## config.mk

```make
export PLATFORM = sky130hd
export DESIGN_NAME = protobuf_field_encoder_top
export DESIGN_NICKNAME = d
export VERILOG_FILES = /design/src/design/pfe_pkg.sv /design/src/design/pfe_front.sv /design/src/design/pfe_queue.sv /design/src/design/pfe_back.sv /design/src/design/protobuf_field_encoder_top.sv
export SDC_FILE = /design/constraint.sdc
export NUM_CORES = 1
export LEC_CHECK = 0
export ABC_CLOCK_PERIOD_IN_PS = 9550
export BUFFER_PORTS_ARGS = -buffer_cell sky130_fd_sc_hd__buf_4
export CAP_MARGIN = 20
export CORE_MARGIN = 2
export CORE_UTILIZATION = 64
export DETAILED_ROUTE_END_ITERATION = 6
export PLACE_DENSITY = 0.81
export SETUP_SLACK_MARGIN = 0.5
export SYNTH_ARGS = -nofsm -noshare
export SYNTH_HDL_FRONTEND = slang
export SYNTH_SLANG_ARGS = --single-unit
```

## constraint.sdc

```tcl
create_clock -name clk -period 9.55 [get_ports clk]
set_input_delay 1.4325 -clock clk [delete_from_list [all_inputs] [get_ports clk]]
set_output_delay 1.4325 -clock clk [all_outputs]
set_load 0.01 [all_outputs]
```

## src/design/pfe_pkg.sv

```systemverilog
// ----------------------------------------------------------------------------
// pfe_pkg
// shared types and constants of the protobuf field encoder
// ----------------------------------------------------------------------------
package pfe_pkg;

  localparam int FNUM_W = 29;   // field number width
  localparam int WT_W   = 3;    // wire type width, also the key shift
  localparam int VAL_W  = 64;   // value width
  localparam int KEY_W  = FNUM_W + WT_W;
  localparam int BYTE_W = 8;
  localparam int GRP_W  = 7;    // bits per varint group

  // decoupling queue between front and back
  localparam int Q_DEPTH = 2;
  localparam int Q_AW    = 1;
  localparam int Q_CW    = 2;

  typedef enum logic [1:0] {
    REQ_VARINT  = 2'd0,
    REQ_STRING  = 2'd1,
    REQ_PAYLOAD = 2'd2
  } req_type_t;

  // classified request handed from front to back
  typedef struct packed {
    logic              is_raw;
    logic [KEY_W-1:0]  key;
    logic [VAL_W-1:0]  value;
  } desc_t;

endpackage

```

## src/design/pfe_front.sv

```systemverilog
// ----------------------------------------------------------------------------
// pfe_front
// accepts requests, drops undefined types, builds the key and registers it
// ----------------------------------------------------------------------------
module pfe_front (
  input  logic                       clk,
  input  logic                       rst_n,
  input  logic                       push,
  output logic                       full,
  input  logic [1:0]                 in_req_type,
  input  logic [pfe_pkg::FNUM_W-1:0] in_field_number,
  input  logic [pfe_pkg::WT_W-1:0]   in_wire_type,
  input  logic [pfe_pkg::VAL_W-1:0]  in_value,
  output logic                       d_valid,
  output pfe_pkg::desc_t             d_desc,
  input  logic                       q_full
);

  logic           valid_r, valid_nxt;
  pfe_pkg::desc_t desc_r, desc_nxt;
  logic           accept, move, keep;

  assign full   = valid_r && q_full;
  assign move   = valid_r && !q_full;
  assign accept = push && !full;

  always_comb begin
    keep     = 1'b0;
    desc_nxt = desc_r;
    case (in_req_type)
      pfe_pkg::REQ_VARINT, pfe_pkg::REQ_STRING: begin
        keep = 1'b1;
      end
      pfe_pkg::REQ_PAYLOAD: begin
        keep = 1'b1;
      end
      default: keep = 1'b0;   // undefined type gives no bytes
    endcase
    if (accept) begin
      desc_nxt.is_raw = (in_req_type == pfe_pkg::REQ_PAYLOAD);
      desc_nxt.key    = {in_field_number, in_wire_type};
      desc_nxt.value  = in_value;
    end
    if (accept) begin
      valid_nxt = keep;
    end else if (move) begin
      valid_nxt = 1'b0;
    end else begin
      valid_nxt = valid_r;
    end
  end

  always_ff @(posedge clk) begin
    if (!rst_n) begin
      valid_r <= 1'b0;
    end else begin
      valid_r <= valid_nxt;
    end
    desc_r <= desc_nxt;
  end

  assign d_valid = move;
  assign d_desc  = desc_r;

endmodule

```

## src/design/pfe_queue.sv

```systemverilog
// ----------------------------------------------------------------------------
// pfe_queue
// short request queue between front and back
// ----------------------------------------------------------------------------
module pfe_queue (
  input  logic           clk,
  input  logic           rst_n,
  input  logic           wr_en,
  input  pfe_pkg::desc_t wr_desc,
  output logic           q_full,
  input  logic           rd_en,
  output pfe_pkg::desc_t rd_desc,
  output logic           q_empty
);

  pfe_pkg::desc_t                mem_r [pfe_pkg::Q_DEPTH];
  logic [pfe_pkg::Q_AW-1:0]      wp_r, wp_nxt, rp_r, rp_nxt;
  logic [pfe_pkg::Q_CW-1:0]      cnt_r, cnt_nxt;

  assign q_full  = (cnt_r == pfe_pkg::Q_CW'(pfe_pkg::Q_DEPTH));
  assign q_empty = (cnt_r == '0);
  assign rd_desc = mem_r[rp_r];

  always_comb begin
    wp_nxt  = wr_en ? wp_r + 1'b1 : wp_r;
    rp_nxt  = rd_en ? rp_r + 1'b1 : rp_r;
    cnt_nxt = cnt_r;
    if (wr_en && !rd_en) begin
      cnt_nxt = cnt_r + 1'b1;
    end else if (rd_en && !wr_en) begin
      cnt_nxt = cnt_r - 1'b1;
    end
  end

  always_ff @(posedge clk) begin
    if (!rst_n) begin
      wp_r  <= '0;
      rp_r  <= '0;
      cnt_r <= '0;
    end else begin
      wp_r  <= wp_nxt;
      rp_r  <= rp_nxt;
      cnt_r <= cnt_nxt;
    end
    if (wr_en) begin
      mem_r[wp_r] <= wr_desc;
    end
  end

endmodule

```

## src/design/pfe_back.sv

```systemverilog
// ----------------------------------------------------------------------------
// pfe_back
// serializes one request into varint or raw bytes, one byte per cycle while the byte channel is not held
// ----------------------------------------------------------------------------
module pfe_back (
  input  logic                        clk,
  input  logic                        rst_n,
  input  logic                        q_empty,
  input  pfe_pkg::desc_t              q_desc,
  output logic                        q_pop,
  output logic                        empty,
  input  logic                        pop,
  output logic [pfe_pkg::BYTE_W-1:0]  out_byte,
  output logic                        out_last
);

  typedef enum logic [1:0] {
    ST_IDLE,
    ST_KEY,
    ST_VAL,
    ST_RAW
  } state_t;

  state_t                      state_r, state_nxt;
  logic [pfe_pkg::VAL_W-1:0]   sh_r, sh_nxt;
  logic [pfe_pkg::VAL_W-1:0]   val_r, val_nxt;
  logic                        ov_r, ov_nxt;
  logic [pfe_pkg::BYTE_W-1:0]  ob_r, ob_nxt;
  logic                        ol_r, ol_nxt;
  logic                        out_free, more;
  logic [pfe_pkg::GRP_W-1:0]   grp;

  assign out_free = !ov_r || pop;
  assign grp      = sh_r[pfe_pkg::GRP_W-1:0];
  assign more     = |sh_r[pfe_pkg::VAL_W-1:pfe_pkg::GRP_W];

  always_comb begin
    state_nxt = state_r;
    sh_nxt    = sh_r;
    val_nxt   = val_r;
    ob_nxt    = ob_r;
    ol_nxt    = ol_r;
    ov_nxt    = ov_r && !pop;
    q_pop     = 1'b0;
    case (state_r)
      ST_IDLE: begin
        if (!q_empty) begin
          q_pop     = 1'b1;
          sh_nxt    = pfe_pkg::VAL_W'(q_desc.key);
          val_nxt   = q_desc.value;
          state_nxt = q_desc.is_raw ? ST_RAW : ST_KEY;
        end
      end
      ST_KEY: begin
        if (out_free) begin
          ov_nxt = 1'b1;
          ob_nxt = {more, grp};
          ol_nxt = 1'b0;
          sh_nxt = sh_r >> pfe_pkg::GRP_W;
          if (!more) begin
            sh_nxt    = val_r;
            state_nxt = ST_VAL;
          end
        end
      end
      ST_VAL: begin
        if (out_free) begin
          ov_nxt = 1'b1;
          ob_nxt = {more, grp};
          ol_nxt = !more;
          sh_nxt = sh_r >> pfe_pkg::GRP_W;
          if (!more) begin
            state_nxt = ST_IDLE;
          end
        end
      end
      ST_RAW: begin
        if (out_free) begin
          ov_nxt    = 1'b1;
          ob_nxt    = val_r[pfe_pkg::BYTE_W-1:0];
          ol_nxt    = 1'b1;
          state_nxt = ST_IDLE;
        end
      end
      default: state_nxt = ST_IDLE;
    endcase
  end

  always_ff @(posedge clk) begin
    if (!rst_n) begin
      state_r <= ST_IDLE;
      ov_r    <= 1'b0;
    end else begin
      state_r <= state_nxt;
      ov_r    <= ov_nxt;
    end
    sh_r  <= sh_nxt;
    val_r <= val_nxt;
    ob_r  <= ob_nxt;
    ol_r  <= ol_nxt;
  end

  assign empty    = !ov_r;
  assign out_byte = ob_r;
  assign out_last = ol_r;

endmodule

```

## src/design/protobuf_field_encoder_top.sv

```systemverilog
// ----------------------------------------------------------------------------
// protobuf_field_encoder_top
// protobuf wire-format field encoder: key and varint value, string header,
// and a single raw payload byte, one serialized byte per result
// ----------------------------------------------------------------------------
// path: the first byte of a request passes the front register, the queue and the
//   sequencer state before it is registered on the result ports
// sequencing: the byte sequencer in the back takes a request from the queue in its
//   idle state, then sends its bytes; it takes no new request until the last is out
// reset: synchronous active-low rst_n clears the front valid, queue pointers,
//   sequencer state and output valid; no memory clearing is needed
module protobuf_field_encoder_top (
  input  logic                       clk,
  input  logic                       rst_n,
  // request channel
  input  logic                       push,
  output logic                       full,
  input  logic [1:0]                 in_req_type,
  input  logic [pfe_pkg::FNUM_W-1:0] in_field_number,
  input  logic [pfe_pkg::WT_W-1:0]   in_wire_type,
  input  logic [pfe_pkg::VAL_W-1:0]  in_value,
  // byte channel
  output logic                       empty,
  input  logic                       pop,
  output logic [pfe_pkg::BYTE_W-1:0] out_byte,
  output logic                       out_last
);

  // classified request from front into the queue
  logic           f_valid;
  pfe_pkg::desc_t f_desc;
  // queue head towards the back
  logic           q_full, q_empty, q_pop;
  pfe_pkg::desc_t q_desc;

  // front: takes a request, drops undefined types, builds the key
  pfe_front u_front (
    .clk             (clk),
    .rst_n           (rst_n),
    .push            (push),
    .full            (full),
    .in_req_type     (in_req_type),
    .in_field_number (in_field_number),
    .in_wire_type    (in_wire_type),
    .in_value        (in_value),
    .d_valid         (f_valid),
    .d_desc          (f_desc),
    .q_full          (q_full)
  );

  // two-entry queue so front and back stall independently
  pfe_queue u_queue (
    .clk     (clk),
    .rst_n   (rst_n),
    .wr_en   (f_valid),
    .wr_desc (f_desc),
    .q_full  (q_full),
    .rd_en   (q_pop),
    .rd_desc (q_desc),
    .q_empty (q_empty)
  );

  // back: emits key and value groups lsb first, or the raw byte
  pfe_back u_back (
    .clk      (clk),
    .rst_n    (rst_n),
    .q_empty  (q_empty),
    .q_desc   (q_desc),
    .q_pop    (q_pop),
    .empty    (empty),
    .pop      (pop),
    .out_byte (out_byte),
    .out_last (out_last)
  );

endmodule
```

* After elaboration in Yosys (flattened, before gate mapping)
Memory sizes are Yosys's and may differ from the RTL's. A register that Yosys moved wholly into a read port is not among the register bits.
Index checks and enable logic that the tools add are counted.
** Word-level totals
- Output and inout bits :: 11
- Input bits :: 102
- Memories :: 1
- Register bits :: 242
- Bits in writable memories :: 194
** Cells by class
- Reductions and logical operators :: 31
- Multiplexer cells :: 33
- Equality and inequality tests :: 13
- Bitwise logic cells :: 1
- $add $sub $neg :: 4
** Memory list
- u_queue.mem_r :: depth 2, width 97, rd ports 1, clocked after memory_dff 1, write ports 1, line pfe_queue.sv:16 : pfe_pkg::desc_t mem_r [pfe_pkg::Q_DEPTH];
** Operator list (number)
- 2-to-1 mux 64 bit :: 4
- one-hot mux 64 bit (3 select lines) :: 1
- OR reduction 57 bit :: 1
- 2-to-1 mux 2 bit :: 9
- 2-to-1 mux 8 bit :: 2
- one-hot mux 8 bit (2 select lines) :: 1
- 2-to-1 mux 1 bit :: 14
- equality test 2 bit, second input constant :: 4
- inequality test 2 x 1 -> 1 bit, second input constant :: 4
- one-hot mux 2 bit (4 select lines) :: 1
- AND reduction 4 bit :: 2
- zero test 1 bit :: 7
- logical AND 1 bit :: 6
- zero test 2 bit :: 3
- inequality test 2 bit, second input constant :: 3
- AND reduction 6 bit :: 1
- nonzero test 2 bit :: 3
- nonzero test 3 bit :: 2
- OR reduction 3 bit :: 2
- equality test 2 x 1 -> 1 bit, second input constant :: 2
- one-hot mux 1 bit (3 select lines) :: 1
- AND reduction 3 bit :: 1
- adder 1 bit, second input constant :: 2
- adder 2 x 1 -> 2 bit, second input constant :: 1
- other kinds (5) :: 5

* Longest topological paths before layout
Gate-level depths: netlist of the first run.
- Depth after elaboration :: 7
- Mapped depth :: 8
- Depth with buffers taken out :: 7

* Hierarchy
A second synthesis of the first run with hierarchy kept.
** Second synthesis, totals
- Cells, all modules :: 747
- Area, all modules :: 15836.4 um^2
** By module, submodules not included
- pfe_queue :: cells each 324, area an instance 7333.3 um^2, seq. area each 5925.7 um^2, times used 1
- pfe_back :: cells each 319, area an instance 5526.6 um^2, seq. area each 4174.0 um^2, times used 1
- pfe_front :: cells each 104, area an instance 2976.6 um^2, seq. area each 2932.8 um^2, times used 1

* Worst setup path after synthesis of the first run
OpenSTA, ideal clock, no wires.
- Path type :: input -> register
- Start :: input port pop
- End :: register u_back.sh_r[0] (netlist bit), enable pin
- Slack :: 2.996 ns
- Library setup time :: 0.565 ns
- Stages on the path :: 3
- Data required time :: 8.985 ns
- Arrival time :: 5.989 ns
- Path buffers :: 0
- Path through :: nand2b_1 > nor2_1 > nor3_1
** Between the ends
- Cells in the longest elaborated chain, start to end :: 3
** RTL lines
- from (decl) :: line protobuf_field_encoder_top.sv:24 : input logic pop,
- logical OR 1 bit (*) :: line pfe_back.sv:33 : assign out_free = !ov_r || pop;
- inequality test 2 x 1 -> 1 bit (no source line)
- AND reduction 4 bit (no source line) (*)
- to (signal assigned) :: line pfe_back.sv:97 : sh_r <= sh_nxt;
- to (decl) :: line pfe_back.sv:25 : logic [pfe_pkg::VAL_W-1:0] sh_r, sh_nxt;
Every way passes the cells marked *; elsewhere a longest branch is shown, timed or not.
A chain may end at the register's enable or synchronous reset.

* Final worst setup path of the first run
- Start :: register u_back.state_r[1]
- End :: register u_back.sh_r[16] (netlist bit) (data pin)
** Between the ends
- Cells in the longest elaborated chain, start to end :: 2
** RTL lines
- from (decl) :: line pfe_back.sv:24 : state_t state_r, state_nxt;
- from (signal assigned) :: line pfe_back.sv:94 : state_r <= state_nxt;
- equality test 2 bit, or another cell as far along :: line pfe_back.sv:45 : case (state_r)
- one-hot mux 64 bit (3 select lines) (*) :: line pfe_back.sv:45
- via u_back.sh_nxt (one bit) :: line pfe_back.sv:25
Mark *: on every way through the listed nets, which the timed path passes. The rest lies on a longest branch.

==> results of run 1 <==
[power by group through the flow]
stage	Combinational, mW	Clock [mW]	Sequential (mW)
after floorplan	0.695	0	2.84
after CTS	0.946	1.63	2.89
after global placement	0.901	0	2.90
after detailed placement	0.933	0	2.92
after global routing	1.03	1.71	2.92
final	0.937	1.61	2.89
[final timing paths]
check / cells past startpoint / slack, ns / start / endpoint
max: 6 / 6.43 / u_back.state_r[1]$_SDFFE_PN0P_ / u_back.sh_r[16]$_DFFE_PP_
min reg2reg: 0 / 0.44 / u_front.d_desc[0]$_DFFE_PP_ / u_queue.mem_r[1][0]$_DFFE_PP_
max reg2reg: 6 / 6.43 / u_back.state_r[1]$_SDFFE_PN0P_ / u_back.sh_r[16]$_DFFE_PP_
min: 0 / 0.44 / u_front.d_desc[0]$_DFFE_PP_ / u_queue.mem_r[1][0]$_DFFE_PP_
[worst reg2reg max path: stages (launching register included)]
cell,delay [ns]
dfxtp_1,0.41
inv_1,0.11
ha_2,1.04
nand2_1,0.22
nor2_2,0.64
buf_4,0.36
a221o_2,0.20
[cells in the final DEF (no fill, tap or decap), drive strengths merged, types with 6 or more instances in the layout]
master / n
nand4: 6
nand2: 7
nor2: 9
inv: 9
dfxtp: 9
a221o: 32
ha: 7
mux2i: 34
clkinv: 17
nand3: 33
o21ai: 36
mux2: 71
nor4: 14
clkbuf: 51
a22o: 24
edfxtp: 428
buf: 123
and2: 11
[flip-flops by register name (all words and copies together), names as in the netlist, named ones only]
signal and count:
u_queue.mem_r 194, u_front.d_desc 97, u_back.sh_r 64, u_back.val_r 64
u_back.out_byte 8, u_back.state_r 2, u_queue.cnt_r 2, u_back.out_last 1
u_back.ov_r 1, u_front.valid_r 1, u_queue.rp_r 1, u_queue.wp_r 1
[metrics by stage]
step / instance area (sq um) / instances / setup slack (ns)
finish: 18410 / 1280 / 6.428
global route: 18410 / 1280 / 6.248
CTS: 18390 / 1279 / 6.319
detailed placement: 17030 / 1203 / 6.270
global placement: 17030 / 1203 / 6.342
floorplan: 15890 / 793 / 2.996
[layout make-up]
cell class                 count  area share [%]
clock inverter                25           1.223
inverter                       7          0.1427
clock buffer                  51           6.172
tap                          324           2.202
multi-input combinational    313           14.36
timing repair buffer         123           5.084
sequential                   437           70.82
[layer usage]
| metal | track usage, % | vias up |
|---|---|---|
| met2 | 34.34 | 315 |
| li1 | - | 3463 |
| met5 | 0 | - |
| met3 | 4.494 | 57 |
| met1 | 30.91 | 3716 |
| met4 | 5.966 | 0 |
[cell families (layout without fill, tap and decap cells)]
group / Yosys count / in the layout
buf+inv: 43 / 206
xor+xnor: 3 / 3
fa+ha+maj: 7 / 7
compound gates: 102 / 102
simple gates: 96 / 96
mux: 105 / 105
flops: 437 / 437
==> results.py, run 1 <==
metrics = {
    "synth": {
        "syn_inst": 793,
        "ys_seq_area_share_pct": 82.04,
        "synth-simple-area-share_pct": 3.387,
        "synth_top_area_share_pct": 80.91,
        "synth_top_family_by_area": "multiplexers",
        "syn-num-nets": 902,
        "async_flop_share_pct": 0,
        "synth-edff-count": 428,
        "synthAdderAreaFrac_pct": 0.5514,
        "synth-xor-area-share_pct": 0.1654,
        "ys_seq_elements": 437,
        "synthTopCellsByCount": "edfxtp_1, mux2_2, o21ai_0",
        "syn-cell-area_sq_um": 15890,
        "synth.avg_cell_area_sq_um": 20.03,
        "synth.area.mux_share_pct": 7.175,
        "synth_compound_area_share_pct": 5.175,
        "synth.most_common_cell": "edfxtp_1",
        "synth_warnings": 0,
        "ys.flop_type": "edfxtp_1",
        "yosysTopAreaCell": "edfxtp_1",
        "synthDistinctLibCells": 40,
        "ys_top_cells_by_area": "edfxtp_1, mux2_2, mux2i_1, a221o_2, a22o_1",
    },
    "drt": {
        "viasPerCell": 5.899,
        "routed_wl_microns": 27680,
        "antenna_left": 0,
        "wl_met3_microns": 2028,
        "wl_met1_microns": 11500,
        "drc_errors": 0,
        "highest_layer": "met4",
        "wl_per_cell_microns": 21.62,
        "dr_total_vias": 7551,
        "met2_length_microns": 13580,
        "drt_iter0_drc": 683,
        "drt_pre_antenna_iters": 4,
    },
    "sta": {
        "relSlewSlack_pct": 29.92,
        "setup_tns_ns": 0,
        "period_share_pct": 32.69,
        "finalHoldViolCount": 0,
        "period_minus_slack_ns": 3.122,
        "rsz0062_at_grt": "no",
        "holdWs_ns": 0.4360,
        "max_freq_ghz": 0.3203,
        "worst_slew_pin_slew_ns": 1.051,
        "setup_viol": 0,
        "drv_slew": 0,
        "fin_skew_ns": 0.01792,
    },
    "layout": {
        "utilization_pct": 75.69,
        "syn2layout_area_growth_pct": 15.88,
        "seq_area_sq_um": 13040,
        "final_nets": 1032,
        "drive_above_1_share_pct": 31.07,
        "multiInputGateArea_sq_um": 2643,
        "diodes": 0,
        "fill_cells": 1279,
    },
    "power": {
        "power.clock.fraction_pct": 29.6,
        "power_frac_comb_pct": 17.2,
        "fin_total_pwr_mw": 5.441,
        "switching_power_mw": 1.469,
        "switching_share_pct": 27.00,
        "intPower_mw": 3.972,
        "pwr_density_cell_nw_per_um2": 295.6,
        "p_leak_nw": 6.259,
        "power_frac_seq_pct": 53.1,
        "irDropWorstVdd_mv": 0.2137,
    },
    "global_routing": {
        "track_usage_pct": 21.52,
        "grt_pass1_wl_microns": 42250,
        "grt_max_degree": 72,
        "overflow": 0,
        "antenna_found_initial": 0,
        "grt_pass1_vias": 7595,
    },
    "clocking": {
        "cts.sinks": 437,
        "worst_skew_pair.late_latency_ns": 0.54,
        "h-tree-depth": 2,
        "cts_tree": "built",
        "cts_resized": 0,
        "clockBufferDepth": 3,
        "cts_setup_buffers": 0,
        "cts_hold_buffers": 0,
        "clkTransAtPathRegs_ns": 0.07,
        "numCtsBuffers": 41,
        "clockRootBuffer": "clkbuf_16",
    },
    "floorplan": {
        "rows": 57,
        "core_area_sq_um": 24320,
        "die-area_sq_um": 26100,
        "io_pins": 113,
        "initial_core_util_pct": 65.32,
        "die_x_microns": 161.5,
        "dieHeight_microns": 161.5,
    },
    "critical_path": {
        "startpoint_type": "register",
        "cp_slowest_cell": "ha_2",
        "end_kind": "register",
        "crit_family": "adder cells",
        "cpPeakStageDelay_ns": 1.04,
        "required_ns": 9.95,
        "critPathMaxFanout": 69,
        "cp_cell_sequence": "inv_1 > ha_2 > nand2_1 > nor2_2 > buf_4 > a221o_2",
        "critical_path_class": "reg -> reg",
        "crit_arrival_ns": 3.52,
        "critPathBufInv": 2,
    },
    "placed_design": {
        "portBuffers": 112,
        "dpl.hpwl_microns": 16040,
        "gp_congestion": 0.7360,
    },
    "status": {
        "status": "completed",
    },
    "worst_hold_path": {
        "hold_path_class": "reg -> reg",
    },
    "job": {
        "drv_cap": 0,
    },
}
(Power assumes the default switching activity.)
==> run 2: changes to the inputs <==
--- a/config.mk
+++ b/config.mk
@@ -5,13 +5,14 @@
 export SDC_FILE = /design/constraint.sdc
 export NUM_CORES = 1
 export LEC_CHECK = 0
-export ABC_CLOCK_PERIOD_IN_PS = 9550
+export ABC_AREA = 1
+export ABC_CLOCK_PERIOD_IN_PS = 3200
 export BUFFER_PORTS_ARGS = -buffer_cell sky130_fd_sc_hd__buf_4
 export CAP_MARGIN = 20
 export CORE_MARGIN = 2
-export CORE_UTILIZATION = 64
+export CORE_UTILIZATION = 60
 export DETAILED_ROUTE_END_ITERATION = 6
-export PLACE_DENSITY = 0.81
+export PLACE_DENSITY = 0.76
 export SETUP_SLACK_MARGIN = 0.5
 export SYNTH_ARGS = -nofsm -noshare
 export SYNTH_HDL_FRONTEND = slang
==> constraint.sdc (replaced) <==
create_clock -name clk -period 3.2 [get_ports clk]
set_input_delay 0.48 -clock clk [delete_from_list [all_inputs] [get_ports clk]]
set_output_delay 0.48 -clock clk [all_outputs]
set_load 0.01 [all_outputs]
==> results.py, run 2 <==
metrics = {
    "status": {
        "status": "completed",
    },
    "power": {
        "switching_power_mw": 5.361,
        "switching_share_pct": 30.47,
        "intPower_mw": 12.24,
        "fin_total_pwr_mw": 17.60,
        "pwr_density_cell_nw_per_um2": 905.3,
        "power.clock.fraction_pct": 28.6,
        "power_frac_seq_pct": 48.5,
        "power_frac_comb_pct": 22.9,
        "p_leak_nw": 7.445,
        "irDropWorstVdd_mv": 0.6774,
    },
    "sta": {
        "drv_slew": 0,
        "max_freq_ghz": 0.4385,
        "setup_viol": 0,
        "relSlewSlack_pct": 32.43,
        "rsz0062_at_grt": "no",
        "period_minus_slack_ns": 2.281,
        "fin_skew_ns": 0.02090,
        "period_share_pct": 71.27,
        "worst_slew_pin_slew_ns": 1.014,
        "finalHoldViolCount": 0,
        "setup_tns_ns": 0,
    },
    "critical_path": {
        "critPathMaxFanout": 38,
        "critical_path_class": "reg -> reg",
        "crit_path_frequent_cell": "nor2_1",
        "end_kind": "register",
        "crit_arrival_ns": 2.54,
        "critPathBufInv": 1,
        "cpPeakStageDelay_ns": 0.42,
        "required_ns": 3.46,
        "cp_slowest_cell": "edfxtp_1",
        "cp_cell_sequence": "nor2_1 > nand3_1 > nor2_1 > nand2_1 > nor2_2 > nand2_4 > a21oi_2 > buf_4 > o22ai_1",
        "startpoint_type": "register",
        "crit_family": "simple AND/OR/NAND/NOR gates",
    },
    "synth": {
        "synth-xor-area-share_pct": 0.05241,
        "synthTopCellsByCount": "nand2_1, edfxtp_1, inv_1",
        "synth.most_common_cell": "nand2_1",
        "synth-simple-area-share_pct": 14.53,
        "synth_top_family_by_area": "simple AND/OR/NAND/NOR gates",
        "ys_top_cells_by_area": "edfxtp_1, nand2_1, nand3_1, inv_1, o211ai_1",
        "synth.avg_cell_area_sq_um": 13.15,
        "syn-cell-area_sq_um": 16710,
        "yosysTopAreaCell": "edfxtp_1",
        "syn_inst": 1271,
        "ys_seq_elements": 437,
        "synth.area.mux_share_pct": 0,
        "synthDistinctLibCells": 28,
        "async_flop_share_pct": 0,
        "synth_compound_area_share_pct": 3.332,
        "syn-num-nets": 1380,
        "synth_top_area_share_pct": 76.91,
        "synth-edff-count": 428,
        "synthAdderAreaFrac_pct": 0.5241,
        "synth_warnings": 0,
        "ys_seq_area_share_pct": 77.99,
        "ys.flop_type": "edfxtp_1",
    },
    "floorplan": {
        "dieHeight_microns": 170.9,
        "die-area_sq_um": 29200,
        "rows": 61,
        "initial_core_util_pct": 60.48,
        "die_x_microns": 170.9,
        "io_pins": 113,
        "core_area_sq_um": 27630,
    },
    "clocking": {
        "cts_hold_buffers": 0,
        "cts_tree": "built",
        "numCtsBuffers": 44,
        "clockBufferDepth": 3,
        "cts.sinks": 437,
        "clkTransAtPathRegs_ns": 0.06,
        "h-tree-depth": 2,
        "clockRootBuffer": "clkbuf_16",
        "worst_skew_pair.late_latency_ns": 0.54,
        "cts_setup_buffers": 0,
    },
    "layout": {
        "mostFrequentLayoutCells": "nand2_1, edfxtp_1, buf_4",
        "largest_reg_flops": 194,
        "final_cells": 1797,
        "diodes": 0,
        "drive_above_1_share_pct": 16.91,
        "utilization_pct": 70.36,
        "top_register": "u_queue.mem_r",
        "final_nets": 1497,
        "syn2layout_area_growth_pct": 16.32,
        "fill_cells": 1816,
        "final_common_cell": "nand2_1",
    },
    "placed_design": {
        "portBuffers": 112,
        "dpl.hpwl_microns": 18680,
        "placed_cells": 1720,
        "gp_congestion": 0.8294,
    },
    "drt": {
        "drt_pre_antenna_iters": 7,
        "dr_total_vias": 9606,
        "viasPerCell": 5.346,
        "antenna_left": 0,
        "routed_wl_microns": 31520,
        "drt_iter0_drc": 866,
        "wl_per_cell_microns": 17.54,
        "drc_errors": 0,
    },
    "global_routing": {
        "grt_pass1_wl_microns": 48590,
        "track_usage_pct": 21.88,
        "grt_pass1_vias": 9552,
        "grt_max_degree": 98,
        "overflow": 0,
        "antenna_found_initial": 0,
    },
    "worst_hold_path": {
        "hold_path_class": "in -> reg",
    },
    "job": {
        "drv_cap": 0,
    },
}
run 2: cell count changes after synthesis, moves of 14 or more:
cell / change
a22o_1: -24
nor2_1: +38
nand3_1: +37
mux2i_1: -34
nand2_1: +436
clkbuf_1: +14
o22ai_1: +24
or2_2: +32
inv_1: +75
o211ai_1: +32
mux2_2: -71
a221o_2: -28
o21ai_0: -19
run 2: power by group through the flow:
stage | logic, mW | registers [mW] | clock network, mW
after floorplan | 2.71 | 8.56 | 0
after global placement | 3.90 | 8.60 | 0
after detailed placement | 4.00 | 8.64 | 0
after CTS | 4.05 | 8.54 | 5.11
after global routing | 4.46 | 8.64 | 5.32
final | 4.02 | 8.54 | 5.03
run 2: logic make-up (layout without fill, tap and decap cells):
kind of cell / Yosys count / in the layout
flops: 437 / 437
compound gates: 87 / 87
simple gates: 597 / 597
fa+ha+maj: 7 / 7
buf+inv: 142 / 290
xor+xnor: 1 / 1
run 2: worst reg2reg max path, delay by kind of cell (launching register included):
| kind | cells | cell delay [ns] |
|---|---|---|
| compound gates | 2 | 0.35 |
| buf+inv | 1 | 0.29 |
| flops | 1 | 0.42 |
| simple gates | 6 | 0.95 |
run 2: layout make-up:
type                            instances  area, sq um  share of cell area (%)
Clock buffer                           50         1166                   5.999
Timing Repair Buffer                  128         1036                   5.330
Multi-Input combinational cell        692         3131                   16.10
Tap cell                              378        473.0                   2.433
Inverter                               85        325.3                   1.674
Sequential cell                       437        13040                   67.08
Clock inverter                         27        269.0                   1.384
run 2: final timing paths:
| check | startpoint | end | slack [ns] | cells after the start |
|---|---|---|---|---|
| setup / recovery | u_back.sh_r[31]$_DFFE_PP_ | u_back.sh_r[54]$_DFFE_PP_ | 0.92 | 9 |
| hold / removal | in_value[19] | u_front.d_desc[19]$_DFFE_PP_ | 0.11 | 1 |
| setup reg to reg | u_back.sh_r[31]$_DFFE_PP_ | u_back.sh_r[54]$_DFFE_PP_ | 0.92 | 9 |
| hold reg to reg | u_front.d_desc[42]$_DFFE_PP_ | u_queue.mem_r[1][42]$_DFFE_PP_ | 0.44 | 0 |
run 2: metrics by stage:
step	instance area, sq um	hold WS, ns	setup slack, ns
floorplan	16780	0.4215	-0.4932
global placement	18000	0.4244	0.8812
detailed placement	18000	0.4296	0.7705
CTS	19430	0.09474	0.6764
global route	19440	0.09328	0.7356
finish	19440	0.1120	0.9193
run 2: routing by layer:
metal,up-vias,GRT usage [%],share of wire [%]
li1,4600,-,-
met1,4637,26.13,39
met2,295,39.55,53
met3,74,3.285,4.5
met4,0,9.654,3.7
met5,-,0,0
run 2: repair_timing:
action	in CTS	in global routing
endpoints found under the hold margin	0	0
gates resized for setup	0	2
setup endpoints to repair	0	9
==> run 3: changes to the inputs <==
--- a/config.mk
+++ b/config.mk
@@ -5,14 +5,14 @@
 export SDC_FILE = /design/constraint.sdc
 export NUM_CORES = 1
 export LEC_CHECK = 0
-export ABC_AREA = 1
-export ABC_CLOCK_PERIOD_IN_PS = 3200
+export ABC_AREA = 0
+export ABC_CLOCK_PERIOD_IN_PS = 2250
 export BUFFER_PORTS_ARGS = -buffer_cell sky130_fd_sc_hd__buf_4
 export CAP_MARGIN = 20
 export CORE_MARGIN = 2
-export CORE_UTILIZATION = 60
+export CORE_UTILIZATION = 59
 export DETAILED_ROUTE_END_ITERATION = 6
-export PLACE_DENSITY = 0.76
+export PLACE_DENSITY = 0.75
 export SETUP_SLACK_MARGIN = 0.5
 export SYNTH_ARGS = -nofsm -noshare
 export SYNTH_HDL_FRONTEND = slang
==> constraint.sdc (replaced) <==
create_clock -name clk -period 2.25 [get_ports clk]
set_input_delay 0.3375 -clock clk [delete_from_list [all_inputs] [get_ports clk]]
set_output_delay 0.3375 -clock clk [all_outputs]
set_load 0.01 [all_outputs]
==> results.py, run 3 (synthesis gave the netlist of run 1 again) <==
metrics = {
    "floorplan": {
        "core_area_sq_um": 26730,
        "die_x_microns": 168.1,
        "die-area_sq_um": 28250,
        "initial_core_util_pct": 59.44,
        "io_pins": 113,
        "dieHeight_microns": 168.1,
        "rows": 60,
    },
    "global_routing": {
        "grt_max_degree": 69,
        "grt_pass1_wl_microns": 46690,
        "grt_pass1_vias": 8461,
        "antenna_found_initial": 0,
        "overflow": 0,
        "track_usage_pct": 21.75,
    },
    "clocking": {
        "cts_tree": "built",
        "h-tree-depth": 2,
        "clockRootBuffer": "clkbuf_16",
        "worst_skew_pair.late_latency_ns": 0.54,
        "clkTransAtPathRegs_ns": 0.06,
        "clockBufferDepth": 3,
        "cts.sinks": 437,
        "numCtsBuffers": 42,
    },
    "sta": {
        "max_freq_ghz": 0.4448,
        "rsz0062_at_grt": "yes",
        "worst_slew_pin_slew_ns": 0.5449,
        "relSlewSlack_pct": 63.67,
        "drv_slew": 0,
        "finalHoldViolCount": 0,
        "holdWs_ns": 0.06788,
        "setup_viol": 0,
        "period_share_pct": 99.91,
        "fin_skew_ns": 0.01988,
        "setup_tns_ns": 0,
        "period_minus_slack_ns": 2.248,
    },
    "critical_path": {
        "required_ns": 2.53,
        "critical_path_class": "reg -> reg",
        "startpoint_type": "register",
        "critPathMaxFanout": 12,
        "crit_arrival_ns": 2.53,
        "cp_cell_sequence": "nor4_2 > nand4_1 > nor4_4 > buf_6 > buf_4 > o21ai_4 > a22o_1",
        "end_kind": "register",
        "cp_slowest_cell": "edfxtp_1",
        "cpPeakStageDelay_ns": 0.42,
    },
    "drt": {
        "drt_iter0_drc": 887,
        "wl_met3_microns": 1856,
        "met2_length_microns": 16150,
        "dr_total_vias": 8343,
        "routed_wl_microns": 30820,
        "wl_per_cell_microns": 21.49,
        "drt_pre_antenna_iters": 6,
        "antenna_left": 0,
        "highest_layer": "met4",
        "viasPerCell": 5.818,
        "drc_errors": 0,
        "wl_met1_microns": 12000,
    },
    "power": {
        "pwr_density_cell_nw_per_um2": 1233,
        "irDropWorstVdd_mv": 0.8311,
        "p_leak_nw": 6.985,
    },
    "layout": {
        "final_nets": 1170,
        "largest_reg_flops": 194,
        "drive_above_1_share_pct": 33.76,
        "mostFrequentLayoutCells": "edfxtp_1, buf_4, dlygate4sd3_1",
        "syn2layout_area_growth_pct": 27.16,
        "top_register": "u_queue.mem_r",
        "diodes": 0,
        "final_cells": 1434,
        "utilization_pct": 75.58,
        "final_common_cell": "edfxtp_1",
    },
    "placed_design": {
        "dpl.hpwl_microns": 16700,
        "portBuffers": 112,
        "placed_cells": 1232,
        "gp_congestion": 0.7917,
    },
    "worst_hold_path": {
        "hold_path_class": "in -> reg",
    },
    "job": {
        "drv_cap": 0,
    },
    "status": {
        "status": "completed",
    },
}
## run 3: cell types whose count changed in the layout (fill, tap and decap cells not counted), moves of 13 or more
cell	change
o22ai_1	-24
mux2i_1	+34
dlygate4sd3_1	+96
or2_2	-32
nand3_1	-37
nor2_1	-40
mux2_2	+71
o21ai_0	+19
inv_1	-73
nand2_1	-437
buf_4	+13
a22o_1	+24
a221o_2	+28
o211ai_1	-32
## run 3: through the flow
stage / area (sq um) / power, mW / setup slack (ns)
final: 20200 / 24.91 / 0.002016
after global placement: 17340 / 16.54 / 0.01276
after detailed placement: 17340 / 16.76 / -0.1552
after CTS: 20020 / 24.44 / 0.09124
after floorplan: 16010 / 14.99 / -0.6598
after global routing: 20200 / 25.79 / -0.06951
## run 3: final cells by class
type | instances | area [sq um]
clock buffers | 48 | 1095
multi-input cells | 315 | 2863
inverters | 7 | 30.03
well taps | 341 | 426.7
fillers | 1409 | 6526
flip-flops and latches | 437 | 13050
repair buffers | 258 | 2471
clock inverters | 28 | 267.8
## run 3: worst paths after layout
kind	from	endpoint	slack, ns	depth (start not counted)
setup / recovery	u_back.sh_r[22]$_DFFE_PP_	u_back.sh_r[45]$_DFFE_PP_	0.002	7
hold / removal	push	u_front.valid_r$_SDFFE_PN0P_	0.07	3
setup reg to reg	u_back.sh_r[22]$_DFFE_PP_	u_back.sh_r[45]$_DFFE_PP_	0.002	7
hold reg to reg	u_front.d_desc[38]$_DFFE_PP_	u_queue.mem_r[0][38]$_DFFE_PP_	0.44	0
## run 3: power by group
group	internal [mW]	leakage, nW	total, mW	switching [mW]
clock network	4.07	0.671	6.90	2.83
logic	2.74	2.19	5.86	3.12
registers	11.2	4.12	12.1	0.932
total	18.0	6.98	24.9	6.88
## run 3: per-layer routing
layer | vias to the layer above | GRT usage, %
li1 | 3758 | -
met1 | 4184 | 27.97
met2 | 342 | 38.21
met3 | 59 | 3.573
met4 | 0 | 7.309
met5 | - | 0
## run 3: worst max-delay path, delay by kind of cell (launching register included)
kind | cells | cell delay [ns]
buf+inv | 2 | 0.32
flops | 1 | 0.42
compound gates | 2 | 0.38
simple gates | 3 | 0.87
## run 3: repair_timing
action | CTS | global route
buffers inserted | 15 | 8
hold buffers | 96 | 0
resized for setup | 31 | 14
hold endpoints to repair | 96 | 0
cloned | 5 | 2
setup endpoints to repair | 155 | 134
pin swaps | 9 | 7
